## src/hw/rtl/assert_macros.svh

```systemverilog
// assertion helpers for the rtl
`ifndef ASSERT_MACROS_SVH
`define ASSERT_MACROS_SVH

// checked only outside reset
`define CHK_ASSERT(label, prop) \
  label: assert property (@(posedge clk) disable iff (rst) prop) \
    else $error("%m: check failed");

// checked on every edge, reset included
`define CHK_ASSERT_ALWAYS(label, prop) \
  label: assert property (@(posedge clk) prop) \
    else $error("%m: check failed");

`endif

```

## src/hw/rtl/sha_pkg.sv

```systemverilog
package sha_pkg;

  localparam int WORD_W  = 32;
  localparam int NB_W    = 3;
  localparam int IDX_W   = 3;
  localparam int LEN_W   = 64;
  localparam int FILL_W  = 6;
  localparam int ROUND_W = 6;

  localparam logic [NB_W-1:0]    BYTES_PER_WORD = 3'd4;
  localparam logic [FILL_W-1:0]  LEN_POS        = 6'd56;
  localparam logic [FILL_W-1:0]  LAST_POS       = 6'd63;
  localparam logic [ROUND_W-1:0] LAST_ROUND     = 6'd63;
  localparam logic [IDX_W-1:0]   LAST_IDX       = 3'd7;
  localparam logic [7:0]         PAD_MARK       = 8'h80;

  localparam logic [WORD_W-1:0] INIT_HASH [8] = '{
    32'h6a09e667, 32'hbb67ae85, 32'h3c6ef372, 32'ha54ff53a,
    32'h510e527f, 32'h9b05688c, 32'h1f83d9ab, 32'h5be0cd19
  };

  localparam logic [WORD_W-1:0] ROUND_K [64] = '{
    32'h428a2f98, 32'h71374491, 32'hb5c0fbcf, 32'he9b5dba5,
    32'h3956c25b, 32'h59f111f1, 32'h923f82a4, 32'hab1c5ed5,
    32'hd807aa98, 32'h12835b01, 32'h243185be, 32'h550c7dc3,
    32'h72be5d74, 32'h80deb1fe, 32'h9bdc06a7, 32'hc19bf174,
    32'he49b69c1, 32'hefbe4786, 32'h0fc19dc6, 32'h240ca1cc,
    32'h2de92c6f, 32'h4a7484aa, 32'h5cb0a9dc, 32'h76f988da,
    32'h983e5152, 32'ha831c66d, 32'hb00327c8, 32'hbf597fc7,
    32'hc6e00bf3, 32'hd5a79147, 32'h06ca6351, 32'h14292967,
    32'h27b70a85, 32'h2e1b2138, 32'h4d2c6dfc, 32'h53380d13,
    32'h650a7354, 32'h766a0abb, 32'h81c2c92e, 32'h92722c85,
    32'ha2bfe8a1, 32'ha81a664b, 32'hc24b8b70, 32'hc76c51a3,
    32'hd192e819, 32'hd6990624, 32'hf40e3585, 32'h106aa070,
    32'h19a4c116, 32'h1e376c08, 32'h2748774c, 32'h34b0bcb5,
    32'h391c0cb3, 32'h4ed8aa4a, 32'h5b9cca4f, 32'h682e6ff3,
    32'h748f82ee, 32'h78a5636f, 32'h84c87814, 32'h8cc70208,
    32'h90befffa, 32'ha4506ceb, 32'hbef9a3f7, 32'hc67178f2
  };

  typedef enum logic [4:0] {
    ST_IDLE = 5'b00001,
    ST_PUT  = 5'b00010,
    ST_COMP = 5'b00100,
    ST_UPD  = 5'b01000,
    ST_SEND = 5'b10000
  } state_t;

  typedef enum logic [5:0] {
    PH_NONE = 6'b000001,
    PH_DATA = 6'b000010,
    PH_MARK = 6'b000100,
    PH_ZERO = 6'b001000,
    PH_LEN  = 6'b010000,
    PH_OUT  = 6'b100000
  } phase_t;

  function automatic logic [WORD_W-1:0] big_s0(input logic [WORD_W-1:0] x);
    return {x[1:0], x[31:2]} ^ {x[12:0], x[31:13]} ^ {x[21:0], x[31:22]};
  endfunction

  function automatic logic [WORD_W-1:0] big_s1(input logic [WORD_W-1:0] x);
    return {x[5:0], x[31:6]} ^ {x[10:0], x[31:11]} ^ {x[24:0], x[31:25]};
  endfunction

  function automatic logic [WORD_W-1:0] small_s0(input logic [WORD_W-1:0] x);
    return {x[6:0], x[31:7]} ^ {x[17:0], x[31:18]} ^ (x >> 3);
  endfunction

  function automatic logic [WORD_W-1:0] small_s1(input logic [WORD_W-1:0] x);
    return {x[16:0], x[31:17]} ^ {x[18:0], x[31:19]} ^ (x >> 10);
  endfunction

endpackage

```

## src/hw/rtl/sha_if.sv

```systemverilog
interface sha_msg_if;
  logic                       valid;
  logic                       ready;
  logic [sha_pkg::WORD_W-1:0] msg_word;
  logic [sha_pkg::NB_W-1:0]   valid_bytes;
  logic                       final_word;

  modport source(output valid, msg_word, valid_bytes, final_word, input ready);
  modport sink(input valid, msg_word, valid_bytes, final_word, output ready);
endinterface

interface sha_dig_if;
  logic                       valid;
  logic                       ready;
  logic [sha_pkg::WORD_W-1:0] digest_word;
  logic [sha_pkg::IDX_W-1:0]  word_index;
  logic                       last_word;

  modport source(output valid, digest_word, word_index, last_word, input ready);
  modport sink(input valid, digest_word, word_index, last_word, output ready);
endinterface

```

## src/hw/rtl/sha256_hash.sv

```systemverilog
// sha-256 engine, one round per cycle on a single round unit
// msg channel: big-endian message words with 0 to 4 leading valid bytes;
//   final_word closes the message. only the final word may be short.
// digest channel: eight beats, H0 first, word_index 0..7, last_word on 7.
// msg.ready is high only while the engine is idle; after each accepted word
//   its valid bytes enter the block buffer one per cycle, pausing while a
//   filled block is compressed, before the engine is idle again.
// each filled 64-byte block takes 64 rounds on the round unit, after
//   which the working variables are folded into the chain hash.
// a final word adds up to 72 padding bytes and one or two blocks,
//   then the digest beats start; the first beat follows the chain update.
// the digest beats hold while digest.ready is low; no new word is taken
//   until the eighth beat is accepted, after which the chain hash is
//   reloaded and the length count cleared for the next message.
// reset (rst, synchronous) loads the initial hash and empties the block;
//   msg.ready rises in the same cycle that reset falls.
`include "assert_macros.svh"

module sha256_hash (
  input  logic       clk,
  input  logic       rst,
  sha_msg_if.sink    msg,
  sha_dig_if.source  digest
);
  import sha_pkg::*;

  state_t                state;
  phase_t                phase;
  logic [FILL_W-1:0]     fill;
  logic [LEN_W-1:0]      bit_length;
  logic [ROUND_W-1:0]    round_count;
  logic [NB_W-1:0]       nb_left;
  logic                  fin;
  logic [2:0]            len_cnt;
  logic [IDX_W-1:0]      oidx;
  logic [WORD_W-1:0]     chain_hash [8];
  logic [WORD_W-1:0]     word_sr;
  logic [WORD_W-1:0]     block_buffer [16];
  logic [WORD_W-1:0]     work_vars [8];

  logic                  in_fire;
  logic                  out_fire;
  logic [NB_W-1:0]       nb_in;
  phase_t                phase_in;
  phase_t                phase_put;
  logic [7:0]            put_val;
  logic [FILL_W-1:0]     fill_inc;
  logic [WORD_W-1:0]     t1;
  logic [WORD_W-1:0]     t2;
  logic [WORD_W-1:0]     w_new;

  function automatic state_t resume(input phase_t ph);
    unique case (ph)
      PH_NONE: return ST_IDLE;
      PH_OUT:  return ST_SEND;
      default: return ST_PUT;
    endcase
  endfunction

  assign in_fire  = msg.valid && msg.ready;
  assign out_fire = digest.valid && digest.ready;

  assign msg.ready          = (state == ST_IDLE) && !rst;
  assign digest.valid       = (state == ST_SEND) && !rst;
  assign digest.digest_word = chain_hash[oidx];
  assign digest.word_index  = oidx;
  assign digest.last_word   = (oidx == LAST_IDX);

  assign nb_in    = (msg.valid_bytes > BYTES_PER_WORD) ? BYTES_PER_WORD : msg.valid_bytes;
  assign fill_inc = fill + FILL_W'(1);

  always_comb begin
    if (nb_in != '0) begin
      phase_in = PH_DATA;
    end else if (msg.final_word) begin
      phase_in = PH_MARK;
    end else begin
      phase_in = PH_NONE;
    end
  end

  // byte source and the phase that follows this byte
  always_comb begin
    put_val   = '0;
    phase_put = phase;
    unique case (phase)
      PH_DATA: begin
        put_val = word_sr[31:24];
        if (nb_left == 3'd1) begin
          phase_put = fin ? PH_MARK : PH_NONE;
        end
      end
      PH_MARK, PH_ZERO: begin
        put_val   = (phase == PH_MARK) ? PAD_MARK : 8'h00;
        phase_put = (fill_inc == LEN_POS) ? PH_LEN : PH_ZERO;
      end
      PH_LEN: begin
        put_val   = bit_length[63:56];
        phase_put = (len_cnt == 3'd7) ? PH_OUT : PH_LEN;
      end
      default: begin
        put_val   = '0;
        phase_put = phase;
      end
    endcase
  end

  // round unit and message schedule
  always_comb begin
    t1 = work_vars[7] + big_s1(work_vars[4])
       + ((work_vars[4] & work_vars[5]) ^ (~work_vars[4] & work_vars[6]))
       + ROUND_K[round_count] + block_buffer[0];
    t2 = big_s0(work_vars[0])
       + ((work_vars[0] & work_vars[1]) ^ (work_vars[0] & work_vars[2])
          ^ (work_vars[1] & work_vars[2]));
    w_new = block_buffer[0] + small_s0(block_buffer[1]) + block_buffer[9]
          + small_s1(block_buffer[14]);
  end

  always_ff @(posedge clk) begin
    if (rst) begin
      state       <= ST_IDLE;
      phase       <= PH_NONE;
      fill        <= '0;
      bit_length  <= '0;
      round_count <= '0;
      nb_left     <= '0;
      fin         <= 1'b0;
      len_cnt     <= '0;
      oidx        <= '0;
      for (int i = 0; i < 8; i++) chain_hash[i] <= INIT_HASH[i];
    end else begin
      unique case (state)
        ST_IDLE: begin
          if (in_fire) begin
            nb_left <= nb_in;
            fin     <= msg.final_word;
            phase   <= phase_in;
            state   <= resume(phase_in);
          end
        end
        ST_PUT: begin
          fill  <= fill_inc;
          phase <= phase_put;
          if (phase == PH_DATA) begin
            bit_length <= bit_length + 64'd8;
            nb_left    <= nb_left - NB_W'(1);
          end
          if (phase == PH_LEN) begin
            bit_length <= bit_length << 8;
            len_cnt    <= len_cnt + 3'd1;
          end
          if (fill == LAST_POS) begin
            round_count <= '0;
            state       <= ST_COMP;
          end else begin
            state <= resume(phase_put);
          end
        end
        ST_COMP: begin
          round_count <= round_count + ROUND_W'(1);
          if (round_count == LAST_ROUND) begin
            state <= ST_UPD;
          end
        end
        ST_UPD: begin
          for (int i = 0; i < 8; i++) chain_hash[i] <= chain_hash[i] + work_vars[i];
          state <= resume(phase);
        end
        ST_SEND: begin
          if (out_fire) begin
            oidx <= oidx + IDX_W'(1);
            if (oidx == LAST_IDX) begin
              for (int i = 0; i < 8; i++) chain_hash[i] <= INIT_HASH[i];
              fill       <= '0;
              bit_length <= '0;
              phase      <= PH_NONE;
              state      <= ST_IDLE;
            end
          end
        end
        default: state <= ST_IDLE;
      endcase
    end
  end

  // datapath registers, no reset
  always_ff @(posedge clk) begin
    if (in_fire) begin
      word_sr <= msg.msg_word;
    end
    if (state == ST_PUT) begin
      block_buffer[fill[5:2]][{~fill[1:0], 3'b000} +: 8] <= put_val;
      if (phase == PH_DATA) begin
        word_sr <= word_sr << 8;
      end
      if (fill == LAST_POS) begin
        for (int i = 0; i < 8; i++) work_vars[i] <= chain_hash[i];
      end
    end
    if (state == ST_COMP) begin
      for (int i = 0; i < 15; i++) block_buffer[i] <= block_buffer[i + 1];
      block_buffer[15] <= w_new;
      work_vars[7] <= work_vars[6];
      work_vars[6] <= work_vars[5];
      work_vars[5] <= work_vars[4];
      work_vars[4] <= work_vars[3] + t1;
      work_vars[3] <= work_vars[2];
      work_vars[2] <= work_vars[1];
      work_vars[1] <= work_vars[0];
      work_vars[0] <= t1 + t2;
    end
  end

  // a block is only compressed once its last byte has wrapped the fill count
  `CHK_ASSERT(a_comp_fill, state == ST_COMP |-> fill == '0)
  `CHK_ASSERT(a_last_round, state == ST_COMP && round_count == LAST_ROUND |=> state == ST_UPD)
  `CHK_ASSERT(a_send_phase, digest.valid |-> phase == PH_OUT && fill == '0 && len_cnt == '0)
  `CHK_ASSERT(a_rearm,
    out_fire && digest.last_word |=> state == ST_IDLE && fill == '0 && bit_length == '0)
  `CHK_ASSERT_ALWAYS(a_reset_idle, rst |=> state == ST_IDLE && oidx == '0)

endmodule
```

## src/flat_wrapper.sv

```systemverilog
// flat-port wrapper written by rule: the top's interface ports become plain ports
module sha256_hash_flat import sha_pkg::*;
  (clk, rst, msg_valid, msg_msg_word, msg_valid_bytes, msg_final_word, msg_ready, digest_valid, digest_digest_word, digest_word_index, digest_last_word, digest_ready);
  sha_msg_if msg_i ();
  sha_dig_if digest_i ();
  input  logic clk;
  input  logic rst;
  input wire logic [$bits(msg_i.valid)-1:0] msg_valid;
  input wire logic [$bits(msg_i.msg_word)-1:0] msg_msg_word;
  input wire logic [$bits(msg_i.valid_bytes)-1:0] msg_valid_bytes;
  input wire logic [$bits(msg_i.final_word)-1:0] msg_final_word;
  output wire logic [$bits(msg_i.ready)-1:0] msg_ready;
  output wire logic [$bits(digest_i.valid)-1:0] digest_valid;
  output wire logic [$bits(digest_i.digest_word)-1:0] digest_digest_word;
  output wire logic [$bits(digest_i.word_index)-1:0] digest_word_index;
  output wire logic [$bits(digest_i.last_word)-1:0] digest_last_word;
  input wire logic [$bits(digest_i.ready)-1:0] digest_ready;
  assign msg_i.valid = msg_valid;
  assign msg_i.msg_word = msg_msg_word;
  assign msg_i.valid_bytes = msg_valid_bytes;
  assign msg_i.final_word = msg_final_word;
  assign msg_ready = msg_i.ready;
  assign digest_valid = digest_i.valid;
  assign digest_digest_word = digest_i.digest_word;
  assign digest_word_index = digest_i.word_index;
  assign digest_last_word = digest_i.last_word;
  assign digest_i.ready = digest_ready;
  sha256_hash u_core (.clk(clk), .rst(rst), .msg(msg_i), .digest(digest_i));
endmodule
```

## config.mk

```make
export PLATFORM = sky130hd
export DESIGN_NAME = sha256_hash_flat
export DESIGN_NICKNAME = d
export VERILOG_FILES = /design/src/hw/rtl/sha_pkg.sv /design/src/hw/rtl/sha_if.sv /design/src/hw/rtl/sha256_hash.sv /design/src/flat_wrapper.sv
export VERILOG_INCLUDE_DIRS = /design/src /design/src/hw/rtl
export SDC_FILE = /design/constraint.sdc
export NUM_CORES = 2
export LEC_CHECK = 0
export ABC_AREA = 1
export BUFFER_PORTS_ARGS = -buffer_cell sky130_fd_sc_hd__buf_2
export CORE_MARGIN = 10
export CORE_UTILIZATION = 40
export CTS_CLUSTER_SIZE = 12
export DETAILED_ROUTE_END_ITERATION = 10
export PLACE_DENSITY = 0.54
export SETUP_SLACK_MARGIN = 0.05
export SLEW_MARGIN = 0
export SYNTH_ARGS = -nofsm -noshare
export SYNTH_HDL_FRONTEND = slang
export SYNTH_SLANG_ARGS = --single-unit
```

## constraint.sdc

```tcl
create_clock -name clk -period 14.8 [get_ports clk]
set_input_delay 0.74 -clock clk [delete_from_list [all_inputs] [get_ports clk]]
set_output_delay 0.74 -clock clk [all_outputs]
set_load 0.02 [all_outputs]
```

==> flow_summary.ini <==
[timing]
slew_headroom_pct = 12.8
setup-tns-final_ns = 0
worstMarginPinSlew_ns = 1.29
drv_slew = 0
max_freq_mhz = 103
setup_viol = 0
rsz0062_at_grt = no
finalHoldViolCount = 0
fin_crit_sh_pct = 65.5
skew_ns = 0.0566
period_minus_slack_ns = 9.70

[status]
status = completed

[global_routing]
grtUsageTotal_pct = 30.6
antenna_found_initial = 12
grt_max_degree = 172
grt_pass1_vias = 72800
grt-ovfl-total = 0
grt_pass1_wl_um = 508000

[finish]
area_delta_synth_final_pct = 9.16
fill_cells = 21000
instances_no_fill = 13400
drive_above_1_share_pct = 4.36
multi_input_area_um2 = 43900
seqCellArea_um2 = 32100
fin_nets = 11200

[power]
power.leakage_nw = 38.5
p_seq_share_pct = 21.1
p_comb_share_pct = 60.2
netSwitchingPower_mw = 10.0
intPower_mw = 9.37
power_frac_clock_pct = 18.7
vdd_ir_drop_max_v = 0.000234
power_density_nw_per_um2 = 216
swShare_pct = 51.6

[worst_setup_path]
r2r-start = u_core.round_count[1]
slowest_stage = dfxtp_1
cp_common_cell = inv_1
crit_arrival_ns = 10.26
r2r_slack_ns = 5.10
cp-end-kind = flop
r2r-end = u_core.work_vars[0][20]
start_kind = flop
r2r_cells = 33
worstPathRequired_ns = 15.36
critPathMaxFanout = 15
crit_type = flop to flop
cpPeakStageDelay_ns = 0.75

[placed_design]
hpwlAfterDp_um = 273000
placed_cells = 13100
gp_congestion = 1.04
portBuffers = 77

[synthesis]
synth_cells = 10600
synth_area_leaders = edfxtp_1, nand2_1, dfxtp_1
async_reset_ff_share_pct = 0
syn-num-nets = 11300
synth.largest_area_cell = edfxtp_1
synth_seq_cells = 1153
yosys_warnings = 0
syn_area_um2 = 82000
synthFlopType = edfxtp_1
synth_edf_count = 896
yosys.cell_types.count = 70
synth_area_per_cell_um2 = 7.70
yosysSeqAreaShare_pct = 39.1
yosys.area.top_type_share_pct = 32.8

[clock_tree]
cts_tree = yes
cts_buffer_depth = 3
cts_root_buffer = clkbuf_16
clkLatencyLatePin_ns = 0.85
cts.clk_slew.worst_paths_ns = 0.06
cts_buffers = 143
cts.hold.buffers_added = 0
ctsResizeCount = 0
clock_sinks = 1153
htreeDepth = 4
cts_setup_buffers = 0

[flow_run]
drv_cap = 0

[die]
die_y_um = 473
core_um2 = 204000
fp.dieArea_um2 = 223000
io_pins = 78
start_util_pct = 40.2
die_w_um = 473
row_count = 166

[drt]
finalWirelength_um = 355000
dr.first_iter.drc_count = 8312
vias_per_cell = 5.73
wl_per_cell_um = 26.6
post-route-drc-count = 0
first_pass_iters = 6
ant_nets = 0
vias = 76600

[hold_path]
min_to = u_core.word_sr[30]
min_from = msg_msg_word[30]
min_path_type = input pin to flop
holdPathStages = 3
==> layer usage <==
metal	vias to the layer above	share of wire, %	track usage, %
li1	35300	-	-
met1	37000	42	41.2
met2	3515	43	46.4
met3	760	8.8	6.19
met4	12	6.3	16.1
met5	-	0.020	0
==> cell usage in the layout (no fill, tap or decap), drive strengths merged, types with 26 or more instances in the layout <==
cell	n
fa	195
xnor2	156
a21o	73
nand3	395
nor2	858
xor2	225
nand4	105
inv	1167
dfxtp	257
o211ai	90
clkbuf	194
edfxtp	896
o21ai	923
o21a	40
ha	401
o21bai	54
buf	158
a31oi	95
a21boi	26
or2	30
a21oi	862
nand2	3100
nor3	99
clkinv	55
==> registers in the layout, summed over array words and instances (netlist names), named ones only <==
register                  count
u_core.round_count            6
u_core.nb_left                3
u_core.work_vars            256
u_core.digest.word_index      3
u_core.block_buffer         512
u_core.chain_hash           256
u_core.fill                   6
u_core.word_sr               32
u_core.len_cnt                3
u_core.fin                    1
u_core.phase                  6
u_core.bit_length            61
u_core.state                  5
==> logic make-up after synthesis <==
kind of cell,count (synthesis),synth area share [%]
simple gates,4646,22.8
mux,13,0.159
fa+ha+maj,617,11.1
flops,1153,39.1
xor+xnor,381,4.07
buf+inv,1571,7.43
compound gates,2265,15.3
==> critical path, delay by kind of cell, from the launching register on <==
kind                       cells  cell delay [ns]
adders and majority gates      8             3.44
AOI/OAI and AO/OA              8             1.98
and+or+nand+nor                9             1.47
buffers and inverters          7             1.12
DFF                            1             0.75
xor gates and xnor gates       1             0.66
==> per-stage QoR <==
stage	cell area [um2]	setup WS, ns	util (%)	hold slack (ns)	power, mW
after floorplan	82000	7.30	-	0.427	11.6
after global placement	84700	5.29	41.5	0.443	15.5
after detailed placement	84700	5.40	41.5	0.443	15.5
after CTS	89500	5.35	43.8	0.0820	19.2
after global routing	89500	4.76	43.8	0.139	20.7
final	89500	5.10	43.8	0.153	19.4
==> cell usage after synthesis, types with 11 or more instances <==
cell type,number
a21boi_0,26
a21o_1,73
a21oi_1,862
a31oi_1,95
buf_1,20
buf_2,125
clkbuf_1,249
dfxtp_1,257
edfxtp_1,896
fa_1,195
ha_1,401
inv_1,1153
maj3_1,21
mux2i_1,13
nand2_1,3088
nand2_2,12
nand3_1,392
nand3b_1,22
nand4_1,105
nor2_1,844
nor2_2,11
nor3_1,95
nor4_1,20
o211ai_1,89
o21a_1,40
o21ai_0,910
o21bai_1,54
o221ai_1,12
o22ai_1,24
or2_2,30
xnor2_1,156
xor2_1,225
==> worst max path at each step <==
stage,from,to,slack (ns),depth (start not counted)
3_5_place_dp,u_core.round_count[1],u_core.work_vars[0][20],5.40,33
2_1_floorplan,u_core.fill[1],u_core.round_count[4],7.30,8
4_1_cts,u_core.round_count[1],u_core.work_vars[0][20],5.35,33
6_report,u_core.round_count[1],u_core.work_vars[0][20],5.10,33
3_3_place_gp,u_core.round_count[1],u_core.work_vars[0][20],5.29,33
5_1_grt,u_core.round_count[0],u_core.work_vars[0][20],4.76,32
==> power by group through the flow <==
stage               Clock (mW)  Sequential, mW  Combinational (mW)
global placement             0            4.13                11.4
CTS                       3.68            4.07                11.4
floorplan                    0            4.00                7.61
global route              3.80            4.09                12.8
finish                    3.63            4.08                11.7
detailed placement           0            4.13                11.3
==> layout make-up <==
cell class	instances	area share (%)
Clock inverter	70	0.854
Multi-Input combinational cell	7922	49.0
Antenna cell	6	0.0168
Inverter	1168	4.91
Clock buffer	194	4.46
Tap cell	2688	3.76
Timing Repair Buffer	158	1.14
Sequential cell	1153	35.8
Note: power is estimated with default switching activity, not from simulation.
